[src/rtl/core/nbrs_pkg.sv]
// ----------------------------------------------------------------------------
// nbrs_pkg
// Shared types, codes and constants of the NAND boot read sequencer.
// ----------------------------------------------------------------------------
package nbrs_pkg;

    localparam int ADDR_W = 33;

    localparam logic [11:0] PAGE_SMALL = 12'd512;
    localparam logic [11:0] PAGE_LARGE = 12'd2048;
    localparam logic [ADDR_W-1:0] BLOCK_SMALL = 33'h0_0000_4000;
    localparam logic [ADDR_W-1:0] BLOCK_LARGE = 33'h0_0002_0000;
    localparam logic [ADDR_W-1:0] ADDR_MAX = {ADDR_W{1'b1}};

    localparam logic [7:0] MARKER_GOOD    = 8'hff;
    localparam logic [7:0] SMALL_MARK_COL = 8'h05 & 8'h0f;
    localparam logic [7:0] CMD_READ0      = 8'h00;
    localparam logic [7:0] CMD_READ_OOB   = 8'h50;
    localparam logic [7:0] CMD_READ_START = 8'h30;

    localparam logic [1:0] OP_START = 2'd0;
    localparam logic [1:0] OP_READY = 2'd1;
    localparam logic [1:0] OP_DATA  = 2'd2;

    localparam logic [1:0] REG_BASE_ADDR  = 2'd0;
    localparam logic [1:0] REG_XFER_LEN   = 2'd1;
    localparam logic [1:0] REG_LARGE      = 2'd2;
    localparam logic [1:0] REG_SKIP       = 2'd3;

    localparam logic [2:0] K_SELECT     = 3'd0;
    localparam logic [2:0] K_COMMAND    = 3'd1;
    localparam logic [2:0] K_ADDRESS    = 3'd2;
    localparam logic [2:0] K_BUFFER     = 3'd3;
    localparam logic [2:0] K_DONE       = 3'd4;
    localparam logic [2:0] K_MISALIGNED = 3'd5;

    typedef enum logic [1:0] {
        PRE_NONE = 2'd0,
        PRE_MIS  = 2'd1,
        PRE_SEL  = 2'd2,
        PRE_BUF  = 2'd3
    } t_pre;

    typedef enum logic [1:0] {
        SEQ_NONE  = 2'd0,
        SEQ_DONE  = 2'd1,
        SEQ_CHECK = 2'd2,
        SEQ_READ  = 2'd3
    } t_seq;

    typedef struct packed {
        t_pre              pre;
        t_seq              seq;
        logic              page_lg;
        logic [ADDR_W-1:0] addr;
        logic [7:0]        data;
        logic [31:0]       offset;
    } t_desc;

    function automatic logic [ADDR_W-1:0] sat_add(input logic [ADDR_W-1:0] a,
                                                  input logic [ADDR_W-1:0] b);
        logic [ADDR_W:0] s;
        s = {1'b0, a} + {1'b0, b};
        return s[ADDR_W] ? ADDR_MAX : s[ADDR_W-1:0];
    endfunction

endpackage

[src/rtl/core/nbrs_front.sv]
// ----------------------------------------------------------------------------
// nbrs_front
// Configuration registers, transfer state and classification of each input
// word into at most one descriptor of the bus and buffer words it causes.
// ----------------------------------------------------------------------------
module nbrs_front
    import nbrs_pkg::*;
(
    input  logic        i_clk,
    input  logic        i_rst_n,
    input  logic        i_cfg_valid,
    input  logic [1:0]  i_cfg_index,
    input  logic [31:0] i_cfg_data,
    input  logic        i_accept,
    input  logic [1:0]  i_op,
    input  logic [7:0]  i_flash_byte,
    output logic        o_push,
    output t_desc       o_desc
);

    typedef enum logic [4:0] {
        PH_IDLE       = 5'b00001,
        PH_RDY_CHECK  = 5'b00010,
        PH_BYTE_CHECK = 5'b00100,
        PH_RDY_PAGE   = 5'b01000,
        PH_PAGE       = 5'b10000
    } t_phase;

    logic [31:0]       r_base_addr;
    logic [30:0]       r_xfer_len;
    logic              r_large_cfg, r_skip_cfg;

    t_phase            r_phase, n_phase;
    logic [ADDR_W-1:0] r_cur, n_cur, r_end, n_end;
    logic [11:0]       r_pbc, n_pbc;
    logic [31:0]       r_dest, n_dest;
    logic              r_spc, n_spc;
    logic              r_run_large, n_run_large;
    logic              r_run_skip, n_run_skip;

    logic [11:0]       page_sz;
    logic [ADDR_W-1:0] blk_sz, cur_pg, cur_blk, end_blk;
    logic [ADDR_W-1:0] nx_cur, nx_end;
    logic              nx_lg, nx_sk, do_next, misaligned;
    logic [11:0]       pbc_inc;

    always_ff @(posedge i_clk) begin
        if (!i_rst_n) begin
            r_base_addr  <= '0;
            r_xfer_len   <= '0;
            r_large_cfg  <= 1'b1;
            r_skip_cfg   <= 1'b1;
        end else if (i_cfg_valid) begin
            unique case (i_cfg_index)
                REG_BASE_ADDR:  r_base_addr  <= i_cfg_data;
                REG_XFER_LEN:   r_xfer_len   <= i_cfg_data[30:0];
                REG_LARGE:      r_large_cfg  <= i_cfg_data[0];
                REG_SKIP:       r_skip_cfg   <= i_cfg_data[0];
                default: ;
            endcase
        end
    end

    assign page_sz = r_run_large ? PAGE_LARGE : PAGE_SMALL;
    assign blk_sz  = r_run_large ? BLOCK_LARGE : BLOCK_SMALL;
    assign cur_pg  = sat_add(r_cur, {21'd0, page_sz});
    assign cur_blk = sat_add(r_cur, blk_sz);
    assign end_blk = sat_add(r_end, blk_sz);
    assign pbc_inc = r_pbc + 12'd1;
    assign misaligned = r_large_cfg ?
        ((r_base_addr[10:0] != '0) || (r_xfer_len[10:0] != '0)) :
        ((r_base_addr[8:0] != '0) || (r_xfer_len[8:0] != '0));

    always_comb begin
        n_phase     = r_phase;
        n_cur       = r_cur;
        n_end       = r_end;
        n_pbc       = r_pbc;
        n_dest      = r_dest;
        n_spc       = r_spc;
        n_run_large = r_run_large;
        n_run_skip  = r_run_skip;
        nx_cur      = r_cur;
        nx_end      = r_end;
        nx_lg       = r_run_large;
        nx_sk       = r_run_skip;
        do_next     = 1'b0;
        o_push      = 1'b0;
        o_desc.pre     = PRE_NONE;
        o_desc.seq     = SEQ_NONE;
        o_desc.page_lg = r_run_large;
        o_desc.addr    = r_cur;
        o_desc.data    = i_flash_byte;
        o_desc.offset  = r_dest + {20'd0, r_pbc};

        unique case (i_op)
            OP_START: begin
                o_push = 1'b1;
                if (misaligned) begin
                    o_desc.pre = PRE_MIS;
                    n_phase    = PH_IDLE;
                end else begin
                    o_desc.pre  = PRE_SEL;
                    n_run_large = r_large_cfg;
                    n_run_skip  = r_skip_cfg;
                    nx_lg       = r_large_cfg;
                    nx_sk       = r_skip_cfg;
                    nx_cur      = {1'b0, r_base_addr};
                    nx_end      = {1'b0, r_base_addr} + {2'b00, r_xfer_len};
                    n_dest      = '0;
                    n_pbc       = '0;
                    n_spc       = 1'b0;
                    do_next     = 1'b1;
                end
            end
            OP_READY: begin
                if (r_phase == PH_RDY_CHECK) begin
                    n_phase = PH_BYTE_CHECK;
                end else if (r_phase == PH_RDY_PAGE) begin
                    n_phase = PH_PAGE;
                end
            end
            OP_DATA: begin
                if (r_phase == PH_BYTE_CHECK) begin
                    o_push = 1'b1;
                    if (i_flash_byte != MARKER_GOOD) begin
                        n_spc   = 1'b0;
                        nx_cur  = cur_blk;
                        nx_end  = end_blk;
                        do_next = 1'b1;
                    end else if (!r_spc) begin
                        n_spc       = 1'b1;
                        o_desc.seq  = SEQ_CHECK;
                        o_desc.addr = cur_pg;
                        n_phase     = PH_RDY_CHECK;
                    end else begin
                        n_spc      = 1'b0;
                        o_desc.seq = SEQ_READ;
                        n_pbc      = '0;
                        n_phase    = PH_RDY_PAGE;
                    end
                end else if (r_phase == PH_PAGE) begin
                    o_push     = 1'b1;
                    o_desc.pre = PRE_BUF;
                    if (pbc_inc >= page_sz) begin
                        n_pbc   = '0;
                        nx_cur  = cur_pg;
                        n_dest  = r_dest + {20'd0, page_sz};
                        do_next = 1'b1;
                    end else begin
                        n_pbc = pbc_inc;
                    end
                end
            end
            default: ;
        endcase

        if (do_next) begin
            n_cur          = nx_cur;
            n_end          = nx_end;
            o_desc.page_lg = nx_lg;
            o_desc.addr    = nx_cur;
            if (nx_cur >= nx_end) begin
                o_desc.seq = SEQ_DONE;
                n_phase    = PH_IDLE;
            end else if (nx_sk && (nx_lg ? (nx_cur[16:0] == '0) : (nx_cur[13:0] == '0))) begin
                n_spc      = 1'b0;
                o_desc.seq = SEQ_CHECK;
                n_phase    = PH_RDY_CHECK;
            end else begin
                o_desc.seq = SEQ_READ;
                n_pbc      = '0;
                n_phase    = PH_RDY_PAGE;
            end
        end
    end

    always_ff @(posedge i_clk) begin
        if (!i_rst_n) begin
            r_phase     <= PH_IDLE;
            r_cur       <= '0;
            r_end       <= '0;
            r_pbc       <= '0;
            r_dest      <= '0;
            r_spc       <= 1'b0;
            r_run_large <= 1'b1;
            r_run_skip  <= 1'b1;
        end else if (i_accept) begin
            r_phase     <= n_phase;
            r_cur       <= n_cur;
            r_end       <= n_end;
            r_pbc       <= n_pbc;
            r_dest      <= n_dest;
            r_spc       <= n_spc;
            r_run_large <= n_run_large;
            r_run_skip  <= n_run_skip;
        end
    end

endmodule

[src/rtl/core/nbrs_queue.sv]
// ----------------------------------------------------------------------------
// nbrs_queue
// Two-entry descriptor queue between the classifier and the word sequencer.
// ----------------------------------------------------------------------------
module nbrs_queue
    import nbrs_pkg::*;
(
    input  logic  i_clk,
    input  logic  i_rst_n,
    input  logic  i_push,
    input  t_desc i_desc,
    input  logic  i_pop,
    output logic  o_full,
    output logic  o_empty,
    output t_desc o_desc
);

    t_desc      r_mem [2];
    logic       r_wr_ptr, r_rd_ptr;
    logic [1:0] r_count;

    assign o_full  = r_count == 2'd2;
    assign o_empty = r_count == 2'd0;
    assign o_desc  = r_mem[r_rd_ptr];

    always_ff @(posedge i_clk) begin
        if (i_push) begin
            r_mem[r_wr_ptr] <= i_desc;
        end
    end

    always_ff @(posedge i_clk) begin
        if (!i_rst_n) begin
            r_wr_ptr <= 1'b0;
            r_rd_ptr <= 1'b0;
            r_count  <= '0;
        end else begin
            if (i_push) begin
                r_wr_ptr <= ~r_wr_ptr;
            end
            if (i_pop) begin
                r_rd_ptr <= ~r_rd_ptr;
            end
            case ({i_push, i_pop})
                2'b10:   r_count <= r_count + 2'd1;
                2'b01:   r_count <= r_count - 2'd1;
                default: ;
            endcase
        end
    end

endmodule

[src/rtl/core/nbrs_back.sv]
// ----------------------------------------------------------------------------
// nbrs_back
// Word sequencer: expands one descriptor into its select, command, address,
// buffer and status words, one word per cycle while the output is not stalled.
// ----------------------------------------------------------------------------
module nbrs_back
    import nbrs_pkg::*;
(
    input  logic        i_clk,
    input  logic        i_rst_n,
    input  logic        i_q_empty,
    input  t_desc       i_q_desc,
    output logic        o_pop,
    output logic        o_out_valid,
    input  logic        i_out_stall,
    output logic [2:0]  o_kind,
    output logic [7:0]  o_value,
    output logic [31:0] o_offset,
    output logic        o_last
);

    t_desc      r_desc;
    logic       r_busy;
    logic [2:0] r_idx;

    logic       has_pre, finish;
    logic [3:0] seq_cnt, total;
    logic [2:0] s;

    assign has_pre = r_desc.pre != PRE_NONE;

    always_comb begin
        unique case (r_desc.seq) inside
            SEQ_DONE:             seq_cnt = 4'd2;
            SEQ_CHECK, SEQ_READ:  seq_cnt = r_desc.page_lg ? 4'd7 : 4'd5;
            default:              seq_cnt = 4'd0;
        endcase
    end

    assign total       = seq_cnt + {3'd0, has_pre};
    assign o_last      = ({1'b0, r_idx} + 4'd1) == total;
    assign o_out_valid = r_busy;
    assign finish      = r_busy && !i_out_stall && o_last;
    assign o_pop       = !i_q_empty && (!r_busy || finish);
    assign s           = r_idx - {2'd0, has_pre};

    always_comb begin
        o_kind   = K_ADDRESS;
        o_value  = '0;
        o_offset = '0;
        if (has_pre && r_idx == '0) begin
            unique case (r_desc.pre)
                PRE_MIS: o_kind = K_MISALIGNED;
                PRE_SEL: o_kind = K_SELECT;
                default: begin
                    o_kind   = K_BUFFER;
                    o_value  = r_desc.data;
                    o_offset = r_desc.offset;
                end
            endcase
        end else if (r_desc.seq == SEQ_DONE) begin
            if (s == '0) begin
                o_kind  = K_SELECT;
                o_value = 8'd1;
            end else begin
                o_kind = K_DONE;
            end
        end else if (r_desc.page_lg) begin
            unique case (s)
                3'd0: begin
                    o_kind  = K_COMMAND;
                    o_value = CMD_READ0;
                end
                3'd1: o_value = '0;
                3'd2: o_value = (r_desc.seq == SEQ_CHECK) ? {4'd0, PAGE_LARGE[11:8]} : 8'h00;
                3'd3: o_value = r_desc.addr[18:11];
                3'd4: o_value = r_desc.addr[26:19];
                3'd5: o_value = {2'b00, r_desc.addr[32:27]};
                default: begin
                    o_kind  = K_COMMAND;
                    o_value = CMD_READ_START;
                end
            endcase
        end else begin
            unique case (s)
                3'd0: begin
                    o_kind  = K_COMMAND;
                    o_value = (r_desc.seq == SEQ_CHECK) ? CMD_READ_OOB : CMD_READ0;
                end
                3'd1: o_value = (r_desc.seq == SEQ_CHECK) ? SMALL_MARK_COL
                                                           : r_desc.addr[7:0];
                3'd2: o_value = r_desc.addr[16:9];
                3'd3: o_value = r_desc.addr[24:17];
                default: o_value = r_desc.addr[32:25];
            endcase
        end
    end

    always_ff @(posedge i_clk) begin
        if (o_pop) begin
            r_desc <= i_q_desc;
        end
    end

    always_ff @(posedge i_clk) begin
        if (!i_rst_n) begin
            r_busy <= 1'b0;
            r_idx  <= '0;
        end else if (o_pop) begin
            r_busy <= 1'b1;
            r_idx  <= '0;
        end else if (finish) begin
            r_busy <= 1'b0;
        end else if (r_busy && !i_out_stall) begin
            r_idx <= r_idx + 3'd1;
        end
    end

endmodule

[src/rtl/core/nand_boot_read_sequencer.sv]
// ----------------------------------------------------------------------------
// nand_boot_read_sequencer
// NAND page read engine with bad block skipping, top level.
// ----------------------------------------------------------------------------
// Input words (start, flash ready, flash data byte) are taken one per cycle
// while the two-entry descriptor queue has room; each is classified in the
// cycle it is accepted. Output words leave one per cycle from the word
// sequencer while the output is not stalled: a page data byte gives one
// buffer word, a page or marker read gives five (small pages) or seven
// (large pages) command and address words, a start adds one select word,
// and the finish gives two words, a select and a done word. The word
// sequencer therefore sets the output rate, up to eight words per input
// word; during a page burst the sustained rate is one word per cycle.
// Registers take effect at the next start; the configuration port is always ready.
// ----------------------------------------------------------------------------
module nand_boot_read_sequencer
    import nbrs_pkg::*;
(
    input  logic        i_clk,
    input  logic        i_rst_n,
    input  logic        i_cfg_valid,
    output logic        o_cfg_ready,
    input  logic [1:0]  i_cfg_index,
    input  logic [31:0] i_cfg_data,
    input  logic        i_in_valid,
    output logic        o_in_stall,
    input  logic [1:0]  i_op,
    input  logic [7:0]  i_flash_byte,
    output logic        o_out_valid,
    input  logic        i_out_stall,
    output logic [2:0]  o_kind,
    output logic [7:0]  o_value,
    output logic [31:0] o_offset,
    output logic        o_last
);

    logic  w_accept, w_push, w_pop, w_full, w_empty;
    t_desc w_front_desc, w_q_desc;

    assign o_cfg_ready = 1'b1;
    assign o_in_stall  = w_full;
    assign w_accept    = i_in_valid && !w_full;

    nbrs_front u_front (
        .i_clk        (i_clk),
        .i_rst_n      (i_rst_n),
        .i_cfg_valid  (i_cfg_valid),
        .i_cfg_index  (i_cfg_index),
        .i_cfg_data   (i_cfg_data),
        .i_accept     (w_accept),
        .i_op         (i_op),
        .i_flash_byte (i_flash_byte),
        .o_push       (w_push),
        .o_desc       (w_front_desc)
    );

    nbrs_queue u_queue (
        .i_clk   (i_clk),
        .i_rst_n (i_rst_n),
        .i_push  (w_push && w_accept),
        .i_desc  (w_front_desc),
        .i_pop   (w_pop),
        .o_full  (w_full),
        .o_empty (w_empty),
        .o_desc  (w_q_desc)
    );

    nbrs_back u_back (
        .i_clk       (i_clk),
        .i_rst_n     (i_rst_n),
        .i_q_empty   (w_empty),
        .i_q_desc    (w_q_desc),
        .o_pop       (w_pop),
        .o_out_valid (o_out_valid),
        .i_out_stall (i_out_stall),
        .o_kind      (o_kind),
        .o_value     (o_value),
        .o_offset    (o_offset),
        .o_last      (o_last)
    );

    a_no_pop_empty: assert property (@(posedge i_clk) disable iff (!i_rst_n)
        w_pop |-> !w_empty)
        else $error("descriptor popped from empty queue");

    a_end_is_last: assert property (@(posedge i_clk) disable iff (!i_rst_n)
        (o_out_valid && (o_kind == K_DONE || o_kind == K_MISALIGNED)) |-> o_last)
        else $error("done or misaligned word not marked last");

    a_buffer_offset_zero_else: assert property (@(posedge i_clk) disable iff (!i_rst_n)
        (o_out_valid && o_kind != K_BUFFER) |-> (o_offset == '0))
        else $error("non-buffer word carries an offset");

endmodule

[config.mk]
export PLATFORM = sky130hd
export DESIGN_NAME = nand_boot_read_sequencer
export DESIGN_NICKNAME = d
export VERILOG_FILES = /design/src/rtl/core/nbrs_pkg.sv /design/src/rtl/core/nbrs_front.sv /design/src/rtl/core/nbrs_queue.sv /design/src/rtl/core/nbrs_back.sv /design/src/rtl/core/nand_boot_read_sequencer.sv
export SDC_FILE = /design/constraint.sdc
export NUM_CORES = 1
export LEC_CHECK = 0
export BUFFER_PORTS_ARGS = -buffer_cell sky130_fd_sc_hd__buf_4
export CAP_MARGIN = 5
export CORE_MARGIN = 2
export CORE_UTILIZATION = 40
export CTS_CLUSTER_DIAMETER = 200
export DETAILED_ROUTE_END_ITERATION = 6
export PLACE_DENSITY = 0.61
export SYNTH_ARGS = -nofsm -noshare
export SYNTH_HDL_FRONTEND = slang
export SYNTH_SLANG_ARGS = --single-unit
[constraint.sdc]
create_clock -name i_clk -period 5.3 [get_ports i_clk]
set_input_delay 0.53 -clock i_clk [delete_from_list [all_inputs] [get_ports i_clk]]
set_output_delay 0.53 -clock i_clk [all_outputs]
set_load 0.02 [all_outputs]
### Yosys cells after proc, flatten, opt, wreduce, memory -nomap -nowiden

Memory sizes are Yosys's and may differ from the RTL's. A register that Yosys moved wholly into a read port is not among the register bits.
Cells that the tools add are included.

* multiplexer cells: 104
* order comparisons: 2
* eq/ne operators: 32
* bitwise logic cells: 4
* $add $sub $neg: 13
* reductions and logical operators: 43

Operators with widths (count)
* $mux W33: 15
* $mux W32: 6
* $pmux W33 S2: 2
* $mux W12: 10
* $add A33 B33 Y34: 2
* $add A32 B12 Y32: 2
* $pmux W32 S2: 1
* $mux W8: 5
* $pmux W8 S5: 1
* $mux W36: 1
* $mux W5: 7
* $add A33 B12 Y34: 1
* $add A32 B31 Y33: 1
* $ge A33 B33 Y1: 1
* $pmux W8 S4: 1
* $mux W1: 27
* $pmux W12 S2: 1
* $reduce_bool A11 Y1: 2
* $mux W2: 10
* $mux W18: 1
* $reduce_bool A9 Y1: 2
* $logic_not A17 Y1: 1
* $eq A2 B2 Y1 const B: 8
* $pmux W5 S3: 1
* other kinds (43): 89

* register bits after elaboration: 191
* bits in writable memories: 156
* memories kept: 1
* input port bits: 49
* logic and storage cells: 216
* output and inout bits: 47

Memory list
* u_queue.r_mem: words 2, width 78, read ports 1, clocked after Yosys merged registers in 1, wr ports 1, line nbrs_queue.sv:18 `t_desc r_mem [2];`

### Depth between registers and ports, before layout

* depth in word-level cells: 13
* mapped depth: 28
* gate-level depth less buffers: 26

### Cells and area by module

Synthesis repeated with hierarchy kept, for this count alone.

* cells, all modules: 2525
* area total of the unflattened synthesis: 23392.4 µm²

By module, submodules not included
* nbrs_front: sequential area each 3483.3 µm², area an instance 13810.7 µm², instances 1, cells an instance 1977
* nbrs_queue: sequential area each 4784.6 µm², area an instance 5843.1 µm², instances 1, cells an instance 265
* nbrs_back: sequential area each 2392.3 µm², area an instance 3712.3 µm², instances 1, cells an instance 279
* nand_boot_read_sequencer: sequential area each 0.0 µm², area an instance 26.3 µm², instances 1, cells an instance 4

### Least setup slack after synthesis

No wires, ideal clock.

* path type: input -> register
* start point: input i_op[0]
* end point: memory u_queue.r_mem[0][0] (netlist name) (enable)
* setup slack: 0.023 ns
* buffers on the path: 1
* stages: 7
* data arrival time: 4.764 ns
* library setup time: 0.513 ns
* path through: inv_1 ha_1 clkbuf_1 clkinv_1 a21oi_1 o21ai_0 nor2_1

* cells in the longest elaborated chain, start to end: 5
* elaborated cells on any way between the ends: 6

Ends and longest elaborated chain
* start, declared: line nand_boot_read_sequencer.sv:27 `input logic [1:0] i_op,`
* $eq A2 B2 Y1 or $logic_not A2 Y1 (tied branches): line nbrs_front.sv:96 `unique case (i_op)`
* $pmux W1 S2 *: line nbrs_front.sv:96
* $logic_and A1 B1 Y1 *: line nand_boot_read_sequencer.sv:60 `.i_push (w_push && w_accept),`
* $mux W1 *: line nbrs_queue.sv:27 `if (i_push) begin`
* $mux W1 (implied by the code) *: line nbrs_queue.sv:28 `r_mem[r_wr_ptr] <= i_desc;`
* end, declared: line nbrs_queue.sv:18

Every way passes the cells marked *; elsewhere a longest branch is shown, timed or not.

### Final worst setup path

* start point: register u_front.r_pbc[3]
* end point: register u_front.r_pbc[3]

* cells in the longest elaborated chain, start to end: 12
* elaborated cells on any way between the ends: 25

Ends and longest elaborated chain
* start, declared: line nbrs_front.sv:35 `logic [11:0] r_pbc, n_pbc;`
* start signal, assigned: line nbrs_front.sv:192 `r_pbc <= n_pbc;`
* $add A12 B1 Y12 *: line nbrs_front.sv:69 `assign pbc_inc = r_pbc + 12'd1;`
* $ge A12 B12 Y1 *: line nbrs_front.sv:145 `if (pbc_inc >= page_sz) begin`
* $mux W33 *: line nbrs_front.sv:145
* $mux W33 *: line nbrs_front.sv:142 `end else if (r_phase == PH_PAGE) begin`
* $mux W33 *: line nbrs_front.sv:124 `if (r_phase == PH_BYTE_CHECK) begin`
* $pmux W33 S2 *: line nbrs_front.sv:96
* via u_front.nx_cur[2]: line nbrs_front.sv:43 `logic [ADDR_W-1:0] nx_cur, nx_end;`
* parallel branches: the longest is 4 deep, another holds $ge A33 B33 Y1
* $mux W12 *: line nbrs_front.sv:163 `if (nx_cur >= nx_end) begin`
* $mux W12 *: line nbrs_front.sv:158 `if (do_next) begin`

Mark *: on every way through the listed nets, which the timed path passes.
A chain may end at the register's enable or synchronous reset.

==> implementation parameters <==
Parameter                              Value

Synth
  Count of flip-flops with a built-in enable after synthesis    231
  Count of unique library cells instantiated by Yosys    98
  List of most frequent post-synthesis cells    sky130_fd_sc_hd__nand2_1 (292), sky130_fd_sc_hd__a21oi_1 (246), sky130_fd_sc_hd__nor2_1 (244)
  Mapped Cells    2476
  Cell with the most instances after synthesis    sky130_fd_sc_hd__nand2_1
  Sequential-to-total area share from yosys stat    46.2%
  Number of register bits inferred by synthesis    413
  Count of synthesis-stage warnings from yosys    0
  Cells taking the most area after synthesis    sky130_fd_sc_hd__edfxtp_1 (30%), sky130_fd_sc_hd__dfxtp_1 (16%), sky130_fd_sc_hd__a21oi_1 (5.4%)
  Area leader, netlist    sky130_fd_sc_hd__edfxtp_1
  Average instance area after synthesis    9.25 µm²
  Net count after synthesis    2622
  Area share of the largest cell type after synthesis    30.3%
  Share of flip-flops with an asynchronous set or reset    0%
  Cell Area, Synth    22900 µm²
  Leading register cell type out of synthesis    sky130_fd_sc_hd__edfxtp_1

Drt
  WL met3    4.12 mm
  Top layer in use    met4
  Wirelength per Cell    19.9 µm
  Met2 wire length    32.4 mm
  DRC violations left    0
  Total wirelength of the detailed-routed design    70.3 mm
  Number of iterations in the first detailed-routing pass    6
  Via-per-instance ratio    5.65
  Detailed-route wire length on metal 1    31.6 mm
  Number of violations reported at the end of detailed-routing iteration 0    1566
  Via total after detailed routing    20017
  Number of routed nets with antenna violations    0

Critical path
  Required time reported for the critical path endpoint    5780 ps
  CP Launch Type    flop
  Endpoint of the most critical register-to-register path    u_front.r_pbc[3]
  Largest driver fanout on the critical path    5
  Worst r2r src    u_front.r_pbc[3]
  Critical path buffers and inverters    2
  Setup slack of the most critical reg-to-reg path    -210 ps
  Crit path arrival time    5990 ps
  CP Capture Type    flop
  Peak per-stage delay on the critical path    420 ps
  Cell type with the highest occurrence count on the critical path    sky130_fd_sc_hd__a21oi_1
  Number of cells on the worst reg-to-reg path    25
  Worst Path Class, Setup    reg2reg
  Category of cells accounting for the largest share of critical-path delay    compound AO/OA/AOI/OAI gates
  Max stage delay cell, worst path    sky130_fd_sc_hd__a41o_2

Timing
  Top achievable clock speed    181 MHz
  Worst setup slack after layout    -213 ps
  Max Clock Skew    26.8 ps
  Final setup violating endpoints    19
  Worst slew margin relative to its limit    21.9%
  Number of max-slew violations in the final report    0
  Number of failing hold endpoints at the final stage    0
  Final Cycle Share    104%
  Setup repair after global routing missed its margin    true
  Shortest clock period the worst path allows after layout    5510 ps
  Final-layout setup total negative slack    -2690 ps
  Measured slew at the worst slew-check pin    1170 ps

Die
  Width of the die    243 µm
  Die footprint    59200 µm²
  Core region area    56500 µm²
  Row cnt    87
  Initial core utilization    40.5%
  I/O pin cnt    96
  Vert. Die Dim    243 µm

Final layout
  Synth-to-layout area growth    23.9%
  Register area    10600 µm²
  Total area of multi-input combinational cells    11800 µm²
  Fraction of final layout cells with drive strength greater than 1    23.6%
  Number of antenna diodes    0
  Layout fillers    5229
  Fin cells    3541
  Number of nets in the layout    2895

Power
  Static leakage power    10.9 nW
  Areal power density over the cells    370 nW/µm²
  Worst supply voltage drop on vdd    321 µV

Clock network
  Library cell used as clock root buffer    sky130_fd_sc_hd__clkbuf_16
  Hold bufs inserted after CTS    0
  # H-tree levels    2
  TritonCTS clock tree    built
  TritonCTS sink count    413
  CTS max path bufs    3
  Clock buffers created by TritonCTS    46
  Clock Pin Slew Worst Setup and Hold Paths    60 ps
  Source-to-sink clock delay at the later pin of the worst-skew pair    600 ps

Placed design
  Count of input and output buffers    94
  Placement-stage worst setup slack    -481 ps
  Number of instances in the placed design    3408
  RePlAce Congestion    0.961
  Estimated wirelength of the detail-placed design    49.5 mm

GRT
  Maximum number of pins on one net before global-route repair    99
  Wire length of the first global-routing pass    109 mm
  Vias in the first global route    19291
  Total global routing overflow    0
  GRT Util Overall    23.1%
  Antenna violations before repair    0

Outcome
  Result of the run    finished with violations
  Violations in the final reports    negative setup slack

Hold path
  Hold path cells    1
  WHS Endpoint    u_queue.r_mem[1][35]
  Class of the tightest hold or removal check    in2reg
  Launch point of the worst hold path    i_flash_byte[3]

Job
  Number of violations of the max-capacitance limit    0
## final cells by class
class	instances	area share (%)
Clock buffer	56	4.33
Clock inverter	28	1.67
Inverter	53	0.710
Multi-Input combinational cell	1842	41.8
Sequential cell	413	37.3
Tap cell	756	3.33
Timing Repair Buffer	393	10.9
## routing by layer
metal | global-route usage (%) | vias to the layer above
met1 | 31.9 | 9579
met3 | 2.97 | 146
met4 | 7.34 | 0
met2 | 37.7 | 690
met5 | 0 | -
li1 | - | 9602
## per-stage QoR
step	utilization (%)	power [mW]	hold slack (ps)	instance area [µm²]
finish	50.2	10.5	136	28400
global route	50.2	11.0	117	28400
CTS	49.7	10.5	96.8	28100
detailed placement	45.8	6.90	453	25900
global placement	45.8	6.85	453	25900
floorplan	-	5.82	441	22900
## state kept, by name, indices dropped and copies added (netlist names), 5 cells and up
| name | count |
|---|---|
| u_front.r_phase | 5 |
| u_front.r_cur | 33 |
| u_front.r_dest | 23 |
| u_front.r_end | 33 |
| u_front.r_base_addr | 32 |
| u_back.r_desc | 77 |
| u_front.r_pbc | 12 |
| u_front.r_xfer_len | 31 |
| u_queue.r_mem | 154 |
## how the worst max path moves through the flow
stage	startpoint	end	slack, ps	cells after the start
CTS	u_front.r_pbc[0]	u_front.r_pbc[2]	3	27
floorplan	i_op[0]	u_queue.r_mem[0][0]	20	7
finish	u_front.r_pbc[3]	u_front.r_pbc[3]	-210	25
global placement	u_front.r_base_addr[1]	u_front.r_phase[1]	-320	25
detailed placement	u_front.r_base_addr[1]	u_front.r_phase[1]	-480	26
global route	u_front.r_pbc[3]	u_front.r_pbc[3]	-380	25
## cell families (layout without fill, tap and decap cells)
group | Yosys count | count (layout) | share of synthesized area, %
buffers and inverters | 222 | 530 | 3.86
muxes | 87 | 87 | 4.25
adders and majority gates | 97 | 97 | 5.33
AOI/OAI and AO/OA | 687 | 688 | 18.8
other | 1 | 1 | 0.0164
xor gates and xnor gates | 94 | 94 | 3.60
and+or+nand+nor | 875 | 875 | 17.9
DFF | 413 | 413 | 46.2
## repair_timing
item	in CTS	in global routing
setup endpoints to repair	20	23
pin swaps	35	25
setup buffers	39	11
cloned	1	0
gates resized for setup	49	50
## layout by cell type, fill, tap and decap left out, types with 31 or more instances in the layout
cell type,count
sky130_fd_sc_hd__nand4_1,35
sky130_fd_sc_hd__dfxtp_1,178
sky130_fd_sc_hd__a21oi_1,228
sky130_fd_sc_hd__buf_4,377
sky130_fd_sc_hd__clkbuf_16,46
sky130_fd_sc_hd__nor2_1,230
sky130_fd_sc_hd__edfxtp_1,231
sky130_fd_sc_hd__mux2_2,81
sky130_fd_sc_hd__o21ai_0,143
sky130_fd_sc_hd__inv_1,50
sky130_fd_sc_hd__nor3_1,42
sky130_fd_sc_hd__and2_1,44
sky130_fd_sc_hd__xnor2_1,56
sky130_fd_sc_hd__nand2_1,291
sky130_fd_sc_hd__a31oi_1,31
sky130_fd_sc_hd__ha_1,91
sky130_fd_sc_hd__a211oi_1,41
sky130_fd_sc_hd__a21o_1,31
sky130_fd_sc_hd__nand3_1,73
sky130_fd_sc_hd__xor2_1,37
## power breakdown
part,internal [mW],switching [mW],leakage (nW),total [mW]
logic,1.19,1.61,6.41,2.79
registers,3.84,0.297,3.69,4.14
clock network,2.20,1.37,0.825,3.57
total,7.23,3.27,10.9,10.5
Note: power is estimated with default switching activity, not from simulation.
